<file path="src/rtl/mrucd_pkg.sv">
// Package for the MRU cache directory: shared widths, register map and cell control type.
// Used by every module under rtl; it depends on nothing else.
package mrucd_pkg;

  // Key and occupancy widths fixed by the interface.
  localparam int KEY_W  = 8;
  localparam int CNT_W  = 5;
  localparam int CTR_W  = 32;

  // Result payload layout, lowest bit first.
  localparam int OUT_BITS   = 1 + 1 + KEY_W + CTR_W + CTR_W + CNT_W;
  localparam int OUT_DATA_W = ((OUT_BITS + 7) / 8) * 8;

  // Configuration port.
  localparam int CFG_ADDR_W = 3;
  localparam int CFG_DATA_W = 32;
  localparam logic [CFG_ADDR_W-1:0] REG_CAPACITY_ADDR = 3'd0;
  localparam logic [CNT_W-1:0]      CAPACITY_RESET    = 5'd16;

  // Per-cell update command.
  typedef struct packed {
    logic load;   // take the looked-up key (front cell only)
    logic shift;  // take the key of the more recent neighbor
  } mrucd_cell_ctrl_t;

endpackage

</file>
<file path="src/rtl/mrucd_cell.sv">
// One directory cell: holds a single key and compares it with the lookup key.
// Depends on mrucd_pkg for the key width and the cell control struct.
module mrucd_cell (
  input  logic                            clk,
  input  logic                            entry_valid,
  input  logic [mrucd_pkg::KEY_W-1:0]     lookup_key,
  input  logic [mrucd_pkg::KEY_W-1:0]     neighbor_key,
  input  mrucd_pkg::mrucd_cell_ctrl_t     ctrl,
  output logic [mrucd_pkg::KEY_W-1:0]     key,
  output logic                            match
);
  import mrucd_pkg::*;

  logic [KEY_W-1:0] key_r;
  logic [KEY_W-1:0] key_nxt;

  // Load the new key at the front, or take the neighbor's key when shifting down.
  always_comb begin
    key_nxt = key_r;
    if (ctrl.load) begin
      key_nxt = lookup_key;
    end else if (ctrl.shift) begin
      key_nxt = neighbor_key;
    end
  end

  always_ff @(posedge clk) begin
    key_r <= key_nxt;
  end

  // Only occupied cells take part in the lookup.
  assign match = entry_valid && (key_r == lookup_key);
  assign key   = key_r;

endmodule

</file>
<file path="src/rtl/mrucd_pos_enc.sv">
// Turns the one-hot match vector of the cell row into a hit flag and a position.
// Depends on mrucd_pkg only through the common import style.
module mrucd_pos_enc #(
  parameter int N     = 16,
  parameter int IDX_W = 4
) (
  input  logic [N-1:0]     match,
  output logic             hit,
  output logic [IDX_W-1:0] pos
);
  import mrucd_pkg::*;

  // Stored keys are unique, so at most one bit is set and an OR per bit encodes it.
  always_comb begin
    pos = '0;
    for (int b = 0; b < IDX_W; b++) begin
      for (int i = 0; i < N; i++) begin
        if (((i >> b) & 1) == 1) begin
          pos[b] = pos[b] | match[i];
        end
      end
    end
  end

  assign hit = |match;

endmodule

</file>
<file path="src/rtl/mru_replacement_cache_directory_top.sv">
// MRU cache directory top level: a row of key cells, a lookup encoder and the access sequencer.
// Each transaction is accepted, then compared and encoded across the cell row, then applied as an
// update, which waits while an earlier result is still held on the output. A new access is taken
// only once the last one has been updated and its result registered for out_tvalid.
// Synchronous active-low reset clears occupancy, both counters, the sequencer and the output
// valid flag and sets capacity to 16; cell keys are not reset and are never read before written.
module mru_replacement_cache_directory_top #(
  parameter int MAX_ENTRIES = 16
) (
  input  logic                                   clk,
  input  logic                                   rst_n,
  // Input stream. in_tdata: access_key[7:0].
  input  logic                                   in_tvalid,
  output logic                                   in_tready,
  input  logic [mrucd_pkg::KEY_W-1:0]            in_tdata,
  // Result stream. out_tdata: hit[0], evict_valid[1], evicted_key[9:2], hit_total[41:10],
  // miss_total[73:42], fill_level[78:74], zero pad[79].
  output logic                                   out_tvalid,
  input  logic                                   out_tready,
  output logic [mrucd_pkg::OUT_DATA_W-1:0]       out_tdata,
  // Configuration port.
  input  logic                                   cfg_psel,
  input  logic                                   cfg_penable,
  input  logic                                   cfg_pwrite,
  input  logic [mrucd_pkg::CFG_ADDR_W-1:0]       cfg_paddr,
  input  logic [mrucd_pkg::CFG_DATA_W-1:0]       cfg_pwdata,
  output logic [mrucd_pkg::CFG_DATA_W-1:0]       cfg_prdata,
  output logic                                   cfg_pready
);
  import mrucd_pkg::*;

  localparam int IDX_W = (MAX_ENTRIES > 1) ? $clog2(MAX_ENTRIES) : 1;

  localparam logic [1:0] ST_IDLE = 2'd0;
  localparam logic [1:0] ST_LOOK = 2'd1;
  localparam logic [1:0] ST_UPD  = 2'd2;

  logic [1:0]            state_r, state_nxt;
  logic [KEY_W-1:0]      key_r, key_nxt;
  logic                  hit_r, hit_nxt;
  logic [IDX_W-1:0]      pos_r, pos_nxt;
  logic [CNT_W-1:0]      count_r, count_nxt;
  logic [CTR_W-1:0]      hit_ctr_r, hit_ctr_nxt;
  logic [CTR_W-1:0]      miss_ctr_r, miss_ctr_nxt;
  logic [CNT_W-1:0]      cap_r, cap_nxt;
  logic                  out_valid_r, out_valid_nxt;
  logic [OUT_DATA_W-1:0] out_data_r, out_data_nxt;

  logic [MAX_ENTRIES-1:0] cell_match;
  logic [MAX_ENTRIES-1:0] cell_valid;
  logic [KEY_W-1:0]       cell_key [MAX_ENTRIES];
  mrucd_cell_ctrl_t       cell_ctrl [MAX_ENTRIES];
  logic                   enc_hit;
  logic [IDX_W-1:0]       enc_pos;

  logic                   cfg_write;
  logic                   upd_go;
  logic [CNT_W-1:0]       cap_eff;
  logic                   evict;
  logic [31:0]            shift_lim;
  logic [KEY_W-1:0]       evicted_key;

  // Configuration register: written in the APB access phase, read back combinationally.
  assign cfg_pready = 1'b1;
  assign cfg_write  = cfg_psel && cfg_penable && cfg_pwrite && (cfg_paddr == REG_CAPACITY_ADDR);
  assign cap_nxt    = cfg_write ? cfg_pwdata[CNT_W-1:0] : cap_r;
  assign cfg_prdata = (cfg_paddr == REG_CAPACITY_ADDR) ?
                      {{(CFG_DATA_W-CNT_W){1'b0}}, cap_r} : '0;

  // Effective capacity: zero acts as one, anything above the cell count acts as the cell count.
  always_comb begin
    if (cap_r == '0) begin
      cap_eff = CNT_W'(1);
    end else if (32'(cap_r) > 32'(MAX_ENTRIES)) begin
      cap_eff = CNT_W'(MAX_ENTRIES);
    end else begin
      cap_eff = cap_r;
    end
  end

  // Row of cells; the front cell loads the looked-up key, each other cell shifts from its more recent neighbor.
  for (genvar i = 0; i < MAX_ENTRIES; i++) begin : g_cell
    assign cell_valid[i] = (32'(count_r) > 32'(i));
    if (i == 0) begin : g_front
      mrucd_cell u_cell (
        .clk          (clk),
        .entry_valid  (cell_valid[i]),
        .lookup_key   (key_r),
        .neighbor_key (key_r),
        .ctrl         (cell_ctrl[i]),
        .key          (cell_key[i]),
        .match        (cell_match[i])
      );
    end else begin : g_rest
      mrucd_cell u_cell (
        .clk          (clk),
        .entry_valid  (cell_valid[i]),
        .lookup_key   (key_r),
        .neighbor_key (cell_key[i-1]),
        .ctrl         (cell_ctrl[i]),
        .key          (cell_key[i]),
        .match        (cell_match[i])
      );
    end
  end

  mrucd_pos_enc #(
    .N     (MAX_ENTRIES),
    .IDX_W (IDX_W)
  ) u_pos_enc (
    .match (cell_match),
    .hit   (enc_hit),
    .pos   (enc_pos)
  );

  // Update decision: how far down the row the keys move.
  assign upd_go      = (state_r == ST_UPD) && (!out_valid_r || out_tready);
  assign evict       = !hit_r && (count_r >= cap_eff);
  assign evicted_key = evict ? cell_key[0] : '0;

  always_comb begin
    if (hit_r) begin
      shift_lim = 32'(pos_r);
    end else if (evict) begin
      shift_lim = '0;
    end else begin
      shift_lim = 32'(count_r);
    end
  end

  for (genvar i = 0; i < MAX_ENTRIES; i++) begin : g_ctrl
    if (i == 0) begin : g_front
      assign cell_ctrl[i].load  = upd_go;
      assign cell_ctrl[i].shift = 1'b0;
    end else begin : g_rest
      assign cell_ctrl[i].load  = 1'b0;
      assign cell_ctrl[i].shift = upd_go && (32'(i) <= shift_lim);
    end
  end

  // Access sequencer, counters and output register.
  assign in_tready = (state_r == ST_IDLE);

  always_comb begin
    state_nxt     = state_r;
    key_nxt       = key_r;
    hit_nxt       = hit_r;
    pos_nxt       = pos_r;
    count_nxt     = count_r;
    hit_ctr_nxt   = hit_ctr_r;
    miss_ctr_nxt  = miss_ctr_r;
    out_valid_nxt = out_valid_r;
    out_data_nxt  = out_data_r;

    if (out_valid_r && out_tready) begin
      out_valid_nxt = 1'b0;
    end

    unique case (state_r)
      ST_IDLE: begin
        if (in_tvalid) begin
          key_nxt   = in_tdata;
          state_nxt = ST_LOOK;
        end
      end
      ST_LOOK: begin
        hit_nxt   = enc_hit;
        pos_nxt   = enc_pos;
        state_nxt = ST_UPD;
      end
      ST_UPD: begin
        if (upd_go) begin
          if (hit_r) begin
            if (hit_ctr_r != '1) begin
              hit_ctr_nxt = hit_ctr_r + CTR_W'(1);
            end
          end else begin
            if (miss_ctr_r != '1) begin
              miss_ctr_nxt = miss_ctr_r + CTR_W'(1);
            end
            if (!evict) begin
              count_nxt = count_r + CNT_W'(1);
            end
          end
          out_valid_nxt = 1'b1;
          out_data_nxt  = OUT_DATA_W'({count_nxt, miss_ctr_nxt, hit_ctr_nxt,
                                       evicted_key, evict, hit_r});
          state_nxt     = ST_IDLE;
        end
      end
      default: begin
        state_nxt = ST_IDLE;
      end
    endcase
  end

  always_ff @(posedge clk) begin
    if (!rst_n) begin
      state_r     <= ST_IDLE;
      count_r     <= '0;
      hit_ctr_r   <= '0;
      miss_ctr_r  <= '0;
      cap_r       <= CAPACITY_RESET;
      out_valid_r <= 1'b0;
    end else begin
      state_r     <= state_nxt;
      count_r     <= count_nxt;
      hit_ctr_r   <= hit_ctr_nxt;
      miss_ctr_r  <= miss_ctr_nxt;
      cap_r       <= cap_nxt;
      out_valid_r <= out_valid_nxt;
    end
  end

  always_ff @(posedge clk) begin
    key_r      <= key_nxt;
    hit_r      <= hit_nxt;
    pos_r      <= pos_nxt;
    out_data_r <= out_data_nxt;
  end

  assign out_tvalid = out_valid_r;
  assign out_tdata  = out_data_r;

endmodule

</file>
<file path="config.mk">
export PLATFORM = sky130hd
export DESIGN_NAME = mru_replacement_cache_directory_top
export DESIGN_NICKNAME = d
export VERILOG_FILES = /design/src/rtl/mrucd_pkg.sv /design/src/rtl/mrucd_cell.sv /design/src/rtl/mrucd_pos_enc.sv /design/src/rtl/mru_replacement_cache_directory_top.sv
export SDC_FILE = /design/constraint.sdc
export NUM_CORES = 1
export LEC_CHECK = 0
export BUFFER_PORTS_ARGS = -buffer_cell sky130_fd_sc_hd__buf_2
export CAP_MARGIN = 10
export CORE_MARGIN = 2
export CORE_UTILIZATION = 35
export DETAILED_ROUTE_END_ITERATION = 10
export GPL_TIMING_DRIVEN = 1
export PLACE_DENSITY = 0.52
export SLEW_MARGIN = 20
export SYNTH_ARGS = -nofsm -noshare
export SYNTH_HDL_FRONTEND = slang
export SYNTH_SLANG_ARGS = --single-unit
</file>
<file path="constraint.sdc">
create_clock -name clk -period 6.1 [get_ports clk]
set_clock_uncertainty 0.1 [all_clocks]
set_input_delay 0.61 -clock clk [delete_from_list [all_inputs] [get_ports clk]]
set_output_delay 0.61 -clock clk [all_outputs]
set_load 0.01 [all_outputs]
</file>
=== Yosys cells after proc, flatten, opt, wreduce, memory -nomap -nowiden ===
Cells that the tools add are included.

* Bits in registers: 297
* Input port bits: 50
* Output and inout bits: 115
* Logic and storage cells: 177

* Add/sub/neg operators: 3
* Magnitude comparators: 33
* Eq/ne operators: 22
* Muxes and demuxes: 17
* Bitwise logic cells: 28
* Reduce and logical (&&, ||, !) cells: 47

{| class="wikitable"
|+ Operators by type and width
! cell !! count
|-
| <= comparator 4 x 32 -> 1 bit (first input constant) || 8
|-
| equality test 8 bit || 16
|-
| <= comparator 3 x 32 -> 1 bit (first input constant) || 4
|-
| two-way mux 32 bit || 4
|-
| adder 32 x 1 -> 32 bit (second input constant) || 2
|-
| <= comparator 2 x 32 -> 1 bit (first input constant) || 2
|-
| inequality test 32 bit (second input constant) || 2
|-
| greater-than comparator 5 x 4 -> 1 bit (second input constant) || 8
|-
| logical AND 1 bit || 37
|-
| two-way mux 5 bit || 7
|-
| <= comparator 1 x 32 -> 1 bit (first input constant) || 1
|-
| OR 1 bit || 28
|-
| greater-than comparator 5 x 3 -> 1 bit (second input constant) || 4
|-
| OR reduction 16 bit || 1
|-
| greater-than comparator 5 x 1 -> 1 bit (second input constant) || 2
|-
| greater-than comparator 5 x 2 -> 1 bit (second input constant) || 2
|-
| one-hot mux 2 bit (3 select lines) || 1
|-
| AND reduction 2 bit || 3
|-
| adder 5 x 1 -> 5 bit (second input constant) || 1
|-
| greater-or-equal comparator 5 bit || 1
|-
| greater-than comparator 5 bit (second input constant) || 1
|-
| zero test 5 bit || 1
|-
| two-way mux 2 bit || 2
|-
| inequality test 2 bit (second input constant) || 2
|-
| other kinds (7) || 10
|}

=== Depth between registers and ports, before layout ===
* Depth after elaboration: 9
* Gate-level depth with buffers: 15
* Depth with buffers taken out: 15

=== Modules after synthesis ===
Synthesis repeated with hierarchy kept, for this count alone.

* Cell total of the unflattened synthesis: 1,367
* Area, all modules: 16,158.0 um^2

{| class="wikitable"
|+ Modules (own cells, without submodules)
! module !! times used !! cells each !! area an instance (um^2) !! sequential area each (um^2)
|-
| mru_replacement_cache_directory_top || 1 || 874 || 8,513.2 || 4,304.1
|-
| mrucd_cell || 16 || 30 || 473.0 || 240.2
|-
| mrucd_pos_enc || 1 || 13 || 77.6 || 0.0
|}

=== Worst setup path before layout ===
Ideal clock, no wire load.

* Path kind: in2reg
* Start point: input out_tready
* End point: register g_cell[10].g_rest.u_cell.key_r[0], enable pin
* Setup time: 0.376 ns
* Arrival: 4.684 ns
* Required time: 5.624 ns
* Path slack: 0.940 ns
* Cell stages on the path: 6
* Buffers on the path: 1
* Path through: nand2b_1 > nand2b_1 > inv_1 > buf_1 > nand2b_1 > a21oi_1

{| class="wikitable"
|+ RTL lines
! item !! line !! RTL
|-
| from (decl) || mru_replacement_cache_directory_top.sv:19 || <nowiki>input logic out_tready,</nowiki>
|-
| to (signal assigned) || mrucd_cell.sv:28 || <nowiki>key_r <= key_nxt;</nowiki>
|-
| to (decl) || mrucd_cell.sv:14 || <nowiki>logic [KEY_W-1:0] key_r;</nowiki>
|}

==> impl_metrics.env <==
export IMPL_htree_levels=2
export IMPL_cts_inserted_buffers=35
export IMPL_die_w_um=204
export IMPL_dp_hpwl_um=21300
export IMPL_areaGrowthSynthToFinish_pct=13.9
export IMPL_irDropWorstVdd_v=0.000154
export IMPL_ys_seq_area_share_pct=58.2
export IMPL_power_density_mw_per_mm2=270
export IMPL_wl_um=31100
export IMPL_power_switching_mw=0.951
export IMPL_slowest_delay_ps=780
export IMPL_critPathRequiredTime_ps=6140
export IMPL_vias=8855
export IMPL_ys_flop_type="edfxtp_1"
export IMPL_pwr_share_seq_pct=51.2
export IMPL_drc=0
export IMPL_routabilityCongestion=0.814
export IMPL_switching_share_pct=22.1
export IMPL_finalMaxSlewViolations=0
export IMPL_timing_hold_ws_ps=162
export IMPL_postCtsSetupBuffers=0
export IMPL_crit_chain="inv_1 > ha_1 > nand2b_1 > a31oi_1 > nor2_1 > nor2_1 > nor2_1 > inv_1 > ha_1 > o32ai_1 > nor3_1 > a21oi_1"
export IMPL_cp_max_fo=11
export IMPL_slew_headroom_pct=32.2
export IMPL_die_area_mm2=0.0416
export IMPL_antenna_left=0
export IMPL_cts_tree="done"
export IMPL_diodes=0
export IMPL_ioPinCount=165
export IMPL_synthCells=1170
export IMPL_avgSynthCellArea_um2=12.0
export IMPL_die_h_um=204
export IMPL_min_path_cells=1
export IMPL_netlist_area_mm2=0.0140
export IMPL_reg2regPathDepth=12
export IMPL_clk_transition_reported_paths_ps=60
export IMPL_clk_latency_ps=520
export IMPL_ctsHoldBuffers=0
export IMPL_setup_viol=0
export IMPL_setup_tns_ps=0
export IMPL_crit_path_frequent_cell="nor2_1"
export IMPL_synth_edf_count=220
export IMPL_cts_resized=0
export IMPL_drv_cap=0
export IMPL_drive_gt1_share_pct=13.8
export IMPL_cts_root_buf="clkbuf_16"
export IMPL_yosysMostFrequentCell="edfxtp_1"
export IMPL_rsz0062_at_grt="false"
export IMPL_nFillCells=3829
export IMPL_initialDrtViolationCount=511
export IMPL_ys_warn_count=0
export IMPL_holdCritPathClass="input port to flip-flop"
export IMPL_pwr_share_clk_pct=44.6
export IMPL_dpl_worst_slack_ps=2000
export IMPL_rows=73
export IMPL_fin_ws_ps=1940
export IMPL_synth_area_leader_cell="edfxtp_1"
export IMPL_synth_commonest_cells="edfxtp_1, xnor2_1, xor2_1, and2_1, nand2_1"
export IMPL_criticalPathCategory="flip-flop to flip-flop"
export IMPL_netlist_area_leader_share_pct=47.2
export IMPL_grt_pass1_wl_um=48500
export IMPL_ys_types=61
export IMPL_fp_coreArea_mm2=0.0396
export IMPL_min_period_ps=4160
export IMPL_antenna_found_initial=0
export IMPL_ys_seq_elements=297
export IMPL_start_kind="flip-flop"
export IMPL_end_kind="flip-flop"
export IMPL_clock_sinks=297
export IMPL_async_flop_share_pct=0
export IMPL_postPlaceCellArea_mm2=0.0149
export IMPL_io_buffers=108
export IMPL_grt_pass1_vias=8631
export IMPL_vias_per_cell=4.87
export IMPL_cts_buffer_depth=3
export IMPL_grt_ovfl_total=0
export IMPL_cp_arrival_ps=4200
export IMPL_grt_start_max_net_pins=80
export IMPL_post_route_period_util_pct=68.3
export IMPL_drt_first_pass_iters=5
export IMPL_internal_power_mw=3.35
export IMPL_synth_area_leaders="edfxtp_1, dfxtp_1, xnor2_1"
export IMPL_fmax_mhz=240
export IMPL_start_util_pct=35.3
export IMPL_track_usage_pct=14.8
export IMPL_slowest_stage="a21oi_1"
export IMPL_hold_violations=0
export IMPL_num_nets_final=1333
export IMPL_routedWlPerCell_um=17.1
export IMPL_leakage_nw=5.57
export IMPL_worst_pin_slew_ps=1020
export IMPL_design_area_mm2=0.0159
export IMPL_outcome="finished, final reports clean"
export IMPL_pwr_share_comb_pct=4.2
critical path, delay by kind of cell (launching register included):
| family | cells | cell delay (ps) |
|---|---|---|
| DFF | 1 | 540 |
| and+or+nand+nor | 5 | 1000 |
| AOI/OAI and AO/OA | 3 | 1260 |
| buffers and inverters | 2 | 340 |
| adders and majority gates | 2 | 530 |
cell type report:
cell class	count	area (µm²)	area share, %
Sequential cell	297	8150	51.1
Multi-Input combinational cell	800	5420	34.0
Clock buffer	50	932	5.85
Tap cell	525	657	4.12
Timing Repair Buffer	122	646	4.05
Clock inverter	11	88.8	0.557
Inverter	13	51.3	0.322
layer usage:
metal	GRT usage [%]	vias to the layer above	wire (µm)
li1	-	4303	-
met1	21.3	4300	14800
met2	23.2	206	14100
met3	2.36	46	1460
met4	4.27	0	649
met5	0	-	0
through the flow:
stage          power (mW)  utilization [%]  cells
4_1_cts              4.36             40.2   1818
5_1_grt              4.46             40.2   1818
2_1_floorplan        2.38                -   1197
6_report             4.30             40.2   1818
3_3_place_gp         2.43             37.6   1757
3_5_place_dp         2.43             37.6   1757
cell families after synthesis:
kind of cell	synth area share, %
xor+xnor	15.6
simple gates	16.9
compound gates	3.56
flops	58.2
buf+inv	3.82
other cells	0.0537
fa+ha+maj	1.25
mux	0.590
layout by cell type (no fill, tap or decap), drive strengths merged, types with 6 or more instances in the layout:
cell,n
conb,29
dfxtp,77
clkbuf,50
edfxtp,220
xor2,124
a21oi,11
o21ai,12
nand3,62
mux2i,6
buf,122
inv,15
and3,20
nor2,46
xnor2,126
and4,10
nand2,78
clkinv,8
nor4,29
a21boi,8
nor3,32
ha,14
nor2b,8
and2,78
o211ai,6
nand4,44
flip-flops by register name (all words and copies together), names as in the netlist:
register                   cells
pos_r                          4
g_cell.g_rest.u_cell.key     120
state_r                        2
key_r                          8
hit_ctr_r                     32
out_tdata                     79
out_tvalid                     1
hit_r                          1
miss_ctr_r                    32
count_r                        5
g_cell.g_front.u_cell.key      8
cap_r                          5
worst paths after layout:
| path | start | end | slack (ps) |
|---|---|---|---|
| min | in_tdata[0] | key_r[0] | 160 |
| max reg2reg | count_r[0] | g_cell[2].g_rest.u_cell.key[6] | 1940 |
| min reg2reg | g_cell[14].g_rest.u_cell.key[4] | g_cell[15].g_rest.u_cell.key[4] | 370 |
| max | count_r[0] | g_cell[2].g_rest.u_cell.key[6] | 1940 |
power by group through the flow:
| stage | combinational (mW) | clock, mW | sequential (mW) |
|---|---|---|---|
| after global placement | 0.183 | 0 | 2.24 |
| after floorplan | 0.129 | 0 | 2.25 |
| after detailed placement | 0.184 | 0 | 2.24 |
| final | 0.181 | 1.92 | 2.20 |
| after global routing | 0.199 | 2.06 | 2.20 |
| after CTS | 0.185 | 1.98 | 2.20 |
Note: power is estimated with default switching activity, not from simulation.
